**src/hdl/sbe_pkg.sv**
```systemverilog
// Shared types and constants for the stack bytecode executor.
`default_nettype none
package sbe_pkg;

  localparam int STACK_DEPTH = 256;
  localparam int SP_W        = $clog2(STACK_DEPTH + 1);
  localparam int ADDR_W      = $clog2(STACK_DEPTH);
  localparam int ENTRY_W     = 65;
  localparam int DEPTH_W     = 9;

  localparam logic [63:0] CANON_NAN = 64'h7FF8_0000_0000_0000;

  typedef enum logic [2:0] {
    OP_CONST      = 3'd0,
    OP_CONST_LONG = 3'd1,
    OP_NEG        = 3'd2,
    OP_ADD        = 3'd3,
    OP_SUB        = 3'd4,
    OP_MUL        = 3'd5,
    OP_DIV        = 3'd6,
    OP_RET        = 3'd7
  } op_e;

  typedef enum logic [2:0] {
    ST_OK    = 3'd0,
    ST_RET   = 3'd1,
    ST_TYPE  = 3'd2,
    ST_OVER  = 3'd3,
    ST_UNDER = 3'd4
  } status_e;

  typedef enum logic [1:0] {
    FP_ADD,
    FP_SUB,
    FP_MUL,
    FP_DIV
  } fp_op_e;

  typedef enum logic [2:0] {
    T_IDLE,
    T_EXEC,
    T_READ,
    T_ARITH,
    T_FINISH
  } top_state_e;

  typedef enum logic [3:0] {
    F_IDLE,
    F_PRENORM,
    F_ALIGN,
    F_ADD,
    F_MUL,
    F_DIV,
    F_NORM,
    F_ROUND,
    F_DONE
  } fpu_state_e;

  typedef struct packed {
    logic   start;
    fp_op_e op;
  } fpu_req_t;

  typedef struct packed {
    logic        done;
    logic [63:0] result;
  } fpu_rsp_t;

endpackage
`default_nettype wire

```
**src/hdl/sbe_fpu.sv**
```systemverilog
// Iterative double-precision add, subtract, multiply and divide unit.
`default_nettype none
module sbe_fpu (
  input  logic             clk_i,
  input  logic             rst_ni,
  input  sbe_pkg::fpu_req_t req_i,
  input  logic [63:0]      a_i,
  input  logic [63:0]      b_i,
  output sbe_pkg::fpu_rsp_t rsp_o
);
  import sbe_pkg::*;

  localparam logic signed [13:0] EXP_ONE  = 14'sd1;
  localparam logic signed [13:0] EXP_MAX  = 14'sd2047;
  localparam logic signed [13:0] MUL_BIAS = 14'sd1022;
  localparam logic signed [13:0] DIV_BIAS = 14'sd1023;
  localparam logic [5:0]         MUL_STEPS = 6'd53;
  localparam logic [5:0]         DIV_STEPS = 6'd56;

  fpu_state_e fst_q, fst_d;
  fp_op_e     op_q;
  logic       sa_q, sb_q, sx_q, sr_q;
  logic signed [13:0] ea_q, eb_q, er_q;
  logic [56:0] ma_q, mb_q, r_q;
  logic [53:0] acc_q, rem_q;
  logic [52:0] lo_q;
  logic [5:0]  cnt_q;
  logic [63:0] res_q;

  // Operand classification.
  logic [10:0] ea_f, eb_f;
  logic [51:0] fa, fb;
  logic nan_a, nan_b, inf_a, inf_b, zero_a, zero_b;
  logic sb_eff, sx;
  logic special_hit;
  logic [63:0] special_val;

  assign ea_f   = a_i[62:52];
  assign eb_f   = b_i[62:52];
  assign fa     = a_i[51:0];
  assign fb     = b_i[51:0];
  assign nan_a  = (ea_f == 11'h7FF) && (fa != '0);
  assign nan_b  = (eb_f == 11'h7FF) && (fb != '0);
  assign inf_a  = (ea_f == 11'h7FF) && (fa == '0);
  assign inf_b  = (eb_f == 11'h7FF) && (fb == '0);
  assign zero_a = (a_i[62:0] == '0);
  assign zero_b = (b_i[62:0] == '0);
  assign sb_eff = b_i[63] ^ (req_i.op == FP_SUB);
  assign sx     = a_i[63] ^ b_i[63];

  always_comb begin
    special_hit = 1'b1;
    special_val = CANON_NAN;
    if (nan_a || nan_b) begin
      special_val = CANON_NAN;
    end else begin
      case (req_i.op)
        FP_ADD, FP_SUB: begin
          if (inf_a && inf_b) begin
            special_val = (a_i[63] != sb_eff) ? CANON_NAN : {a_i[63], 11'h7FF, 52'd0};
          end else if (inf_a) begin
            special_val = {a_i[63], 11'h7FF, 52'd0};
          end else if (inf_b) begin
            special_val = {sb_eff, 11'h7FF, 52'd0};
          end else if (zero_a && zero_b) begin
            special_val = {a_i[63] & sb_eff, 63'd0};
          end else if (zero_a) begin
            special_val = {sb_eff, b_i[62:0]};
          end else if (zero_b) begin
            special_val = a_i;
          end else begin
            special_hit = 1'b0;
          end
        end
        FP_MUL: begin
          if ((inf_a && zero_b) || (zero_a && inf_b)) begin
            special_val = CANON_NAN;
          end else if (inf_a || inf_b) begin
            special_val = {sx, 11'h7FF, 52'd0};
          end else if (zero_a || zero_b) begin
            special_val = {sx, 63'd0};
          end else begin
            special_hit = 1'b0;
          end
        end
        default: begin
          if (zero_b) begin
            special_val = zero_a ? CANON_NAN : {sx, 11'h7FF, 52'd0};
          end else if (inf_a) begin
            special_val = inf_b ? CANON_NAN : {sx, 11'h7FF, 52'd0};
          end else if (inf_b || zero_a) begin
            special_val = {sx, 63'd0};
          end else begin
            special_hit = 1'b0;
          end
        end
      endcase
    end
  end

  // Per-step datapath values.
  logic [53:0]  mul_sum;
  logic [105:0] prod;
  logic [53:0]  div_d, div_rem;
  logic         div_ge;
  logic         prenorm_ok, norm_done;
  logic         rnd_up;
  logic [53:0]  rnd_m;
  logic [52:0]  rnd_mant;
  logic signed [13:0] rnd_e;

  assign mul_sum = acc_q + (mb_q[3] ? {1'b0, ma_q[55:3]} : 54'd0);
  assign prod    = {acc_q[52:0], lo_q};
  assign div_d   = {1'b0, mb_q[55:3]};
  assign div_ge  = (rem_q >= div_d);
  assign div_rem = div_ge ? (rem_q - div_d) : rem_q;
  assign prenorm_ok = ma_q[55] && mb_q[55];
  assign norm_done  = !r_q[56] && (r_q[55] || (er_q <= EXP_ONE) || (r_q == '0))
                      && (er_q >= EXP_ONE);

  assign rnd_up   = r_q[2] & (r_q[3] | r_q[1] | r_q[0]);
  assign rnd_m    = {1'b0, r_q[55:3]} + {53'd0, rnd_up};
  assign rnd_mant = rnd_m[53] ? rnd_m[53:1] : rnd_m[52:0];
  assign rnd_e    = rnd_m[53] ? (er_q + EXP_ONE) : er_q;

  always_comb begin
    fst_d = fst_q;
    case (fst_q)
      F_IDLE:    if (req_i.start) fst_d = special_hit ? F_DONE : F_PRENORM;
      F_PRENORM: begin
        if (prenorm_ok) begin
          case (op_q)
            FP_ADD, FP_SUB: fst_d = F_ALIGN;
            FP_MUL:         fst_d = F_MUL;
            default:        fst_d = F_DIV;
          endcase
        end
      end
      F_ALIGN:   if (ea_q == eb_q) fst_d = F_ADD;
      F_ADD:     fst_d = F_NORM;
      F_MUL:     if (cnt_q == MUL_STEPS) fst_d = F_NORM;
      F_DIV:     if (cnt_q == DIV_STEPS) fst_d = F_NORM;
      F_NORM:    if (norm_done) fst_d = F_ROUND;
      F_ROUND:   fst_d = F_DONE;
      F_DONE:    fst_d = F_IDLE;
      default:   fst_d = F_IDLE;
    endcase
  end

  always_comb begin
    rsp_o.done   = (fst_q == F_DONE);
    rsp_o.result = res_q;
  end

  always_ff @(posedge clk_i or negedge rst_ni) begin
    if (!rst_ni) begin
      fst_q <= F_IDLE;
    end else begin
      fst_q <= fst_d;
    end
  end

  always_ff @(posedge clk_i) begin
    case (fst_q)
      F_IDLE: begin
        if (req_i.start) begin
          op_q  <= req_i.op;
          sa_q  <= a_i[63];
          sb_q  <= sb_eff;
          sx_q  <= sx;
          res_q <= special_val;
          ma_q  <= {1'b0, ea_f != 11'd0, fa, 3'b000};
          mb_q  <= {1'b0, eb_f != 11'd0, fb, 3'b000};
          ea_q  <= (ea_f == 11'd0) ? EXP_ONE : $signed({3'b000, ea_f});
          eb_q  <= (eb_f == 11'd0) ? EXP_ONE : $signed({3'b000, eb_f});
        end
      end
      F_PRENORM: begin
        if (!ma_q[55]) begin
          ma_q <= {ma_q[55:0], 1'b0};
          ea_q <= ea_q - EXP_ONE;
        end else if (!mb_q[55]) begin
          mb_q <= {mb_q[55:0], 1'b0};
          eb_q <= eb_q - EXP_ONE;
        end else begin
          acc_q <= '0;
          lo_q  <= '0;
          cnt_q <= '0;
          r_q   <= '0;
          rem_q <= {1'b0, ma_q[55:3]};
        end
      end
      F_ALIGN: begin
        // Shift the smaller operand right one place a cycle, folding lost bits
        // into the sticky bit.
        if (ea_q > eb_q) begin
          if (mb_q[56:1] == '0) eb_q <= ea_q;
          else begin
            mb_q <= {1'b0, mb_q[56:2], mb_q[1] | mb_q[0]};
            eb_q <= eb_q + EXP_ONE;
          end
        end else if (eb_q > ea_q) begin
          if (ma_q[56:1] == '0) ea_q <= eb_q;
          else begin
            ma_q <= {1'b0, ma_q[56:2], ma_q[1] | ma_q[0]};
            ea_q <= ea_q + EXP_ONE;
          end
        end
      end
      F_ADD: begin
        er_q <= ea_q;
        if (sa_q == sb_q) begin
          r_q  <= ma_q + mb_q;
          sr_q <= sa_q;
        end else if (ma_q >= mb_q) begin
          r_q  <= ma_q - mb_q;
          sr_q <= (ma_q == mb_q) ? 1'b0 : sa_q;
        end else begin
          r_q  <= mb_q - ma_q;
          sr_q <= sb_q;
        end
      end
      F_MUL: begin
        if (cnt_q != MUL_STEPS) begin
          acc_q <= {1'b0, mul_sum[53:1]};
          lo_q  <= {mul_sum[0], lo_q[52:1]};
          mb_q  <= {1'b0, mb_q[56:1]};
          cnt_q <= cnt_q + 6'd1;
        end else begin
          r_q  <= {1'b0, prod[105:51], prod[50] | (|prod[49:0])};
          er_q <= ea_q + eb_q - MUL_BIAS;
          sr_q <= sx_q;
        end
      end
      F_DIV: begin
        if (cnt_q != DIV_STEPS) begin
          rem_q <= {div_rem[52:0], 1'b0};
          r_q   <= {r_q[55:0], div_ge};
          cnt_q <= cnt_q + 6'd1;
        end else begin
          r_q[0] <= r_q[0] | (rem_q != '0);
          er_q   <= ea_q - eb_q + DIV_BIAS;
          sr_q   <= sx_q;
        end
      end
      F_NORM: begin
        if (r_q[56]) begin
          r_q  <= {1'b0, r_q[56:2], r_q[1] | r_q[0]};
          er_q <= er_q + EXP_ONE;
        end else if (!r_q[55] && (er_q > EXP_ONE) && (r_q != '0)) begin
          r_q  <= {r_q[55:0], 1'b0};
          er_q <= er_q - EXP_ONE;
        end else if (er_q < EXP_ONE) begin
          if (r_q[56:1] == '0) er_q <= EXP_ONE;
          else begin
            r_q  <= {1'b0, r_q[56:2], r_q[1] | r_q[0]};
            er_q <= er_q + EXP_ONE;
          end
        end
      end
      F_ROUND: begin
        if (rnd_e >= EXP_MAX) res_q <= {sr_q, 11'h7FF, 52'd0};
        else res_q <= {sr_q, rnd_mant[52] ? rnd_e[10:0] : 11'd0, rnd_mant[51:0]};
      end
      default: ;
    endcase
  end

endmodule
`default_nettype wire

```
**config.mk**
```make
export PLATFORM = sky130hd
export DESIGN_NAME = sbe_fpu
export DESIGN_NICKNAME = d
export VERILOG_FILES = /design/src/hdl/sbe_pkg.sv /design/src/hdl/sbe_fpu.sv
export SDC_FILE = /design/constraint.sdc
export NUM_CORES = 2
export LEC_CHECK = 0
export BUFFER_PORTS_ARGS = -buffer_cell sky130_fd_sc_hd__buf_2
export CORE_UTILIZATION = 40
export CTS_BUF_LIST = sky130_fd_sc_hd__clkbuf_2 sky130_fd_sc_hd__clkbuf_4 sky130_fd_sc_hd__clkbuf_8
export DETAILED_ROUTE_END_ITERATION = 6
export PLACE_DENSITY = 0.65
export SLEW_MARGIN = 20
export SYNTH_ARGS = -nofsm -noshare
export SYNTH_HDL_FRONTEND = slang
export SYNTH_SLANG_ARGS = --single-unit
```
**constraint.sdc**
```tcl
create_clock -name clk_i -period 7.5 [get_ports clk_i]
set_clock_uncertainty 0.05 [all_clocks]
set_input_delay 0.75 -clock clk_i [delete_from_list [all_inputs] [get_ports clk_i]]
set_output_delay 0.75 -clock clk_i [all_outputs]
set_load 0.02 [all_outputs]
```
### Word-level counts from Yosys, hierarchy flattened

Index checks and enable logic that the tools add are counted.

| word-level totals | value |
|---|---|
| register bits after elaboration | 454 |
| output and inout port bits | 65 |
| logic and storage cells | 288 |

| operators by class | value |
|---|---|
| add/subtract/negate cells | 17 |
| $lt $le $gt $ge | 9 |
| equal/unequal tests | 43 |
| multiplexer cells | 117 |
| bitwise gates (word level) | 11 |
| reductions and logical operators | 70 |

Operators with widths:

| operator | count |
|---|---|
| 64-bit two-way mux | 17 |
| 57-bit two-way mux | 18 |
| 54-bit two-way mux | 6 |
| 53-bit two-way mux | 6 |
| 57-bit one-hot mux with 5 select lines | 1 |
| 64-bit one-hot mux with 2 select lines | 2 |
| 14-bit two-way mux | 17 |
| 57-bit one-hot mux with 4 select lines | 1 |
| 54-bit one-hot mux with 2 select lines | 2 |
| 57-bit one-hot mux with 3 select lines | 1 |
| 56-bit logical NOT | 3 |
| 56-bit two-way mux | 3 |
| 63-bit logical NOT | 2 |
| 57-bit subtractor | 2 |
| 53-bit one-hot mux with 2 select lines | 1 |
| 52-bit logical NOT | 2 |
| 52-bit nonzero test | 2 |
| 14-bit one-hot mux with 3 select lines | 2 |
| 63-bit two-way mux | 1 |
| 57-bit adder | 1 |
| 57-bit equality test | 1 |
| 57-bit >= comparator | 1 |
| 57-bit logical NOT | 1 |
| 57-bit nonzero test | 1 |
| other kinds (64) | 173 |

### Logic depth before layout (Yosys ltp)

| depth | value |
|---|---|
| depth in word-level cells | 12 |
| gate-level depth with buffers | 19 |
| gate-level depth less buffers | 17 |

### Worst setup path after synthesis

Ideal clock, no wire load.

| timing path | value |
|---|---|
| path kind | reg2reg |
| start | register fst_q[1] |
| end | register acc_q[0] (enable) |
| library setup time | 0.606 ns |
| arrival time | 6.675 ns |
| path slack | 0.170 ns |
| stages on the path, launching flop included | 7 |
| path through | dfrtp_1 > clkbuf_1 > nand2b_1 > nor3_1 > clkbuf_1 > nand2_1 > a21oi_1 |

| on the way | value |
|---|---|
| longest elaborated chain between the ends | 3 |
| elaborated cells on any way between the ends | 7 |

RTL lines:

| element | RTL line | RTL |
|---|---|---|
| from (decl) | sbe_fpu.sv:20 | `fpu_state_e fst_q, fst_d;` |
| from (signal assigned) | sbe_fpu.sv:159 | `fst_q <= fst_d;` |
| 4-bit by 1-bit equality test with 1-bit output or 4-bit by 3-bit equality test with 1-bit output (tied branches) | sbe_fpu.sv:164 | `case (fst_q)` |
| 2-bit inequality test (no line) or 2-bit nonzero test (tied branches) | n/a |  |
| 4-bit AND reduction (no line) (*) | n/a |  |
| to (signal assigned) | sbe_fpu.sv:225 | `acc_q <= {1'b0, mul_sum[53:1]};` |
| to (decl) | sbe_fpu.sv:25 | `logic [53:0] acc_q, rem_q;` |

Every way passes the cells marked *; elsewhere a longest branch is shown, timed or not.
A chain may end at the register's enable or synchronous reset.

### Worst setup path in the final report

| timing path | value |
|---|---|
| start | register ma_q[45] |
| end | register r_q[40], data pin |

| on the way | value |
|---|---|
| longest elaborated chain between the ends | 4 |

RTL lines:

| element | RTL line | RTL |
|---|---|---|
| from (decl) | sbe_fpu.sv:24 | `logic [56:0] ma_q, mb_q, r_q;` |
| from (signal assigned) | sbe_fpu.sv:172 | `ma_q <= {1'b0, ea_f != 11'd0, fa, 3'b000};` |
| from (signal assigned) | sbe_fpu.sv:180 | `ma_q <= {ma_q[55:0], 1'b0};` |
| from (signal assigned) | sbe_fpu.sv:205 | `ma_q <= {1'b0, ma_q[56:2], ma_q[1] \| ma_q[0]};` |
| 57-bit >= comparator | sbe_fpu.sv:215 | `end else if (ma_q >= mb_q) begin` |
| 57-bit two-way mux | sbe_fpu.sv:215 |  |
| 57-bit two-way mux | sbe_fpu.sv:212 | `if (sa_q == sb_q) begin` |
| 57-bit one-hot mux with 5 select lines | sbe_fpu.sv:164 |  |
| to (signal assigned) | sbe_fpu.sv:213 | `r_q <= ma_q + mb_q;` |
| to (signal assigned) | sbe_fpu.sv:216 | `r_q <= ma_q - mb_q;` |
| to (signal assigned) | sbe_fpu.sv:219 | `r_q <= mb_q - ma_q;` |
| to (decl) | sbe_fpu.sv:24 |  |

Every way passes these cells.

==> out/qor.yml <==
status:
  status: "finished, violations left"
  violations: "DRC"
detailed_routing:
  via_per_inst: 6.56
  routedLengthMet1_um: 68000
  wl_per_cell_um: 28.8
  firstDrtPassIters: 7
  drt-total-wl_um: 186000
  drcViolationCount: 196
  dr_wl_met3_um: 18400
  via_count: 42295
  wl_met2_um: 81800
  drt_iter0_markers: 6303
  top_layer: "met5"
  postRouteAntennaNets: 0
cells_and_area:
  area_delta_synth_final_pct: 9.14
  mostFrequentLayoutCells: "edfxtp_1 (447), nor2_1 (434), a21oi_1 (398)"
  final_common_cell: "edfxtp_1"
  finalNetCount: 5511
  n_fill_cell: 10333
  drive_gt1_share_pct: 8.94
clock_tree:
  clockBufferDepth: 3
  cts_buffers: 85
  htreeDepth: 3
  cts_tree: "done"
  clk_pin_slew_ps: 60
  clockRootBuffer: "clkbuf_8"
  numClockSinks: 451
  post-cts-setup-buffer-count: 0
  clk_latency_ps: 760
critical_path:
  crit_required_ps: 7910
  crit_path_end_kind: "flip-flop"
  cp-start-kind: "flip-flop"
  worstPathCellList: "inv_1 > ha_1 > nand4_1 > nor4_2 > buf_2 > nand3_1 > nor2_1 > a211o_1 > a21oi_1 > nand2_2 > mux2i_1 > o2bb2ai_1 > a21boi_0 > xor2_1 > o21ai_0"
  crit_arrival_ps: 6690
  path_class: "flip-flop to flip-flop"
  cp_max_fo: 26
  worst_path_max_delay_cell: "ha_1"
  slowest_delay_ps: 730
floorplan:
  start_util_pct: 40.5
  ioPinCount: 198
  die_y_um: 326
  core-area_um2: 104000
  die_area_um2: 106000
  die_w_um: 326
  rows: 118
sta:
  max_freq_mhz: 159
  fin_crit_sh_pct: 83.8
  period_needed_ps: 6280
  tightest_slew_ps: 1290
  finalHoldViolations: 0
  rsz0062_at_grt: "false"
  slew_headroom_pct: 13.0
  slew_viol_final: 0
  finalSetupViolCount: 0
  tns_ps: 0
yosys:
  synth_top_area_cell: "edfxtp_1"
  ys_seq_area_share_pct: 32.2
  synth_compound_area_share_pct: 26.1
  synth_nets: 5480
  netlist_instances: 4976
  ys_ff_latch: 451
  synth_top_area_share_pct: 31.9
  synth_xor_area_share_pct: 5.40
  synthAdderAreaFrac_pct: 11.2
  synth_top_family_by_area: "compound AO/OA/AOI/OAI gates"
  ys_types: 84
  avgSynthCellArea_um2: 8.44
  synth-main-ff-cell: "edfxtp_1"
  muxShareOfSynthArea_pct: 1.37
  ys_async_sr_fraction_pct: 0.887
  syn_area_um2: 42000
  synthTopCellsByArea: "edfxtp_1 (32%), ha_1 (11%), a21oi_1 (4.8%), o21ai_0 (4.3%), nor2_1 (3.9%)"
  yosys_warnings: 0
  synth-edff-count: 447
  synthSimpleGateAreaFrac_pct: 17.5
grt:
  first_global_vias: 39613
  gr-usage-all-layers_pct: 33.5
  grt-ovfl-total: 0
  grt_pass1_wl_um: 266000
  grt_antenna_before_repair: 11
  grt_max_degree: 65
placement:
  hpwl_um: 146000
  portBuffers: 197
  place.gp.congestion: 1.05
flow_run:
  cap_violations: 0
worst_hold_path:
  hold_path_class: "input pin to flip-flop"
[state kept, by name, summed over array words and instances, names as in the netlist, 53 cells and up]
name and cells:
ma_q 56, mb_q 56, lo_q 53, r_q 57, acc_q 53, res_q 64, rem_q 54
[layout make-up]
cell class / count / area (µm²) / share of cell area, %
inverters: 379 / 1420 / 3.10
well taps: 1380 / 1730 / 3.76
repair buffers: 256 / 1430 / 3.12
flip-flops and latches: 451 / 13500 / 29.5
clock buffers: 111 / 1390 / 3.03
multi-input cells: 3834 / 26100 / 56.9
clock inverters: 35 / 267 / 0.581
diodes: 5 / 12.5 / 0.0273
[layer usage]
| layer | GRT usage, % | vias up |
|---|---|---|
| li1 | - | 18892 |
| met1 | 39.7 | 20164 |
| met2 | 51.7 | 2617 |
| met3 | 7.64 | 618 |
| met4 | 27.7 | 4 |
| met5 | 0 | - |
[logic make-up after synthesis]
group	count (synthesis)
adder cells (fa/ha/maj)	371
multiplexers	57
buffers and inverters	691
flip-flops	451
XOR/XNOR	259
AO/OA/AOI/OAI	1634
AND/OR/NAND/NOR	1513
[Yosys cell counts, types with 26 or more instances]
master    count
and2_1       29
edfxtp_1    447
a22oi_1      72
nor2_1      441
and3_1       92
nand2_1     332
nand3_1     115
xor2_1       91
buf_2        28
clkbuf_1    272
o21ai_0     358
a222oi_1    153
ha_1        363
a211oi_1     39
a21oi_1     399
o211ai_1     51
a31oi_1      40
o21bai_1     77
o221ai_1     32
nor3_1      107
o21a_1       26
nor2b_1      43
nor4_1      139
xnor2_1     168
nand4_1     111
nand2b_1     34
a21o_1      109
mux2i_1      52
o22ai_1      61
o31ai_1      26
inv_1       373
a221oi_1     26
[through the flow]
step / util (%) / setup slack [ps] / hold WS (ps) / std cells / cell area, µm²
2_1_floorplan: - / 170 / 404 / 4976 / 42000
3_3_place_gp: 42.5 / 889 / 502 / 6298 / 44200
3_5_place_dp: 42.6 / 1700 / 492 / 6299 / 44200
4_1_cts: 44.2 / 1680 / 198 / 6446 / 45800
5_1_grt: 44.2 / 1240 / 217 / 6449 / 45900
6_report: 44.2 / 1220 / 247 / 6451 / 45900
[worst max-delay path, delay by kind of cell (launching register included)]
kind / cells / cell delay (ps)
adders and majority gates: 1 / 730
DFF: 1 / 530
buffers and inverters: 2 / 600
AOI/OAI and AO/OA: 5 / 1230
xor gates and xnor gates: 1 / 190
and+or+nand+nor: 5 / 2080
muxes: 1 / 580
[final timing paths]
kind | startpoint | to | slack, ps | cells past startpoint
min in group asynchronous | rst_ni | fst_q[2] | 300 | 2
max in group asynchronous | rst_ni | fst_q[1] | 6970 | 2
worst max register to register | ma_q[45] | r_q[40] | 1220 | 15
worst min-delay path | req_i[0] | op_q[0] | 250 | 1
worst min register to register | sx_q | sr_q | 520 | 2
worst max-delay path | ma_q[45] | r_q[40] | 1220 | 15
[what timing repair did]
| item | 4_1_cts | 5_1_grt |
|---|---|---|
| endpoints found under the hold margin | 4 | 0 |
| hold buffers | 1 | 0 |
| resized for setup | 0 | 0 |
Power is left out: the tool's default activity adds up to more than one toggle a clock period on the data nets, which glitch-free logic cannot reach.
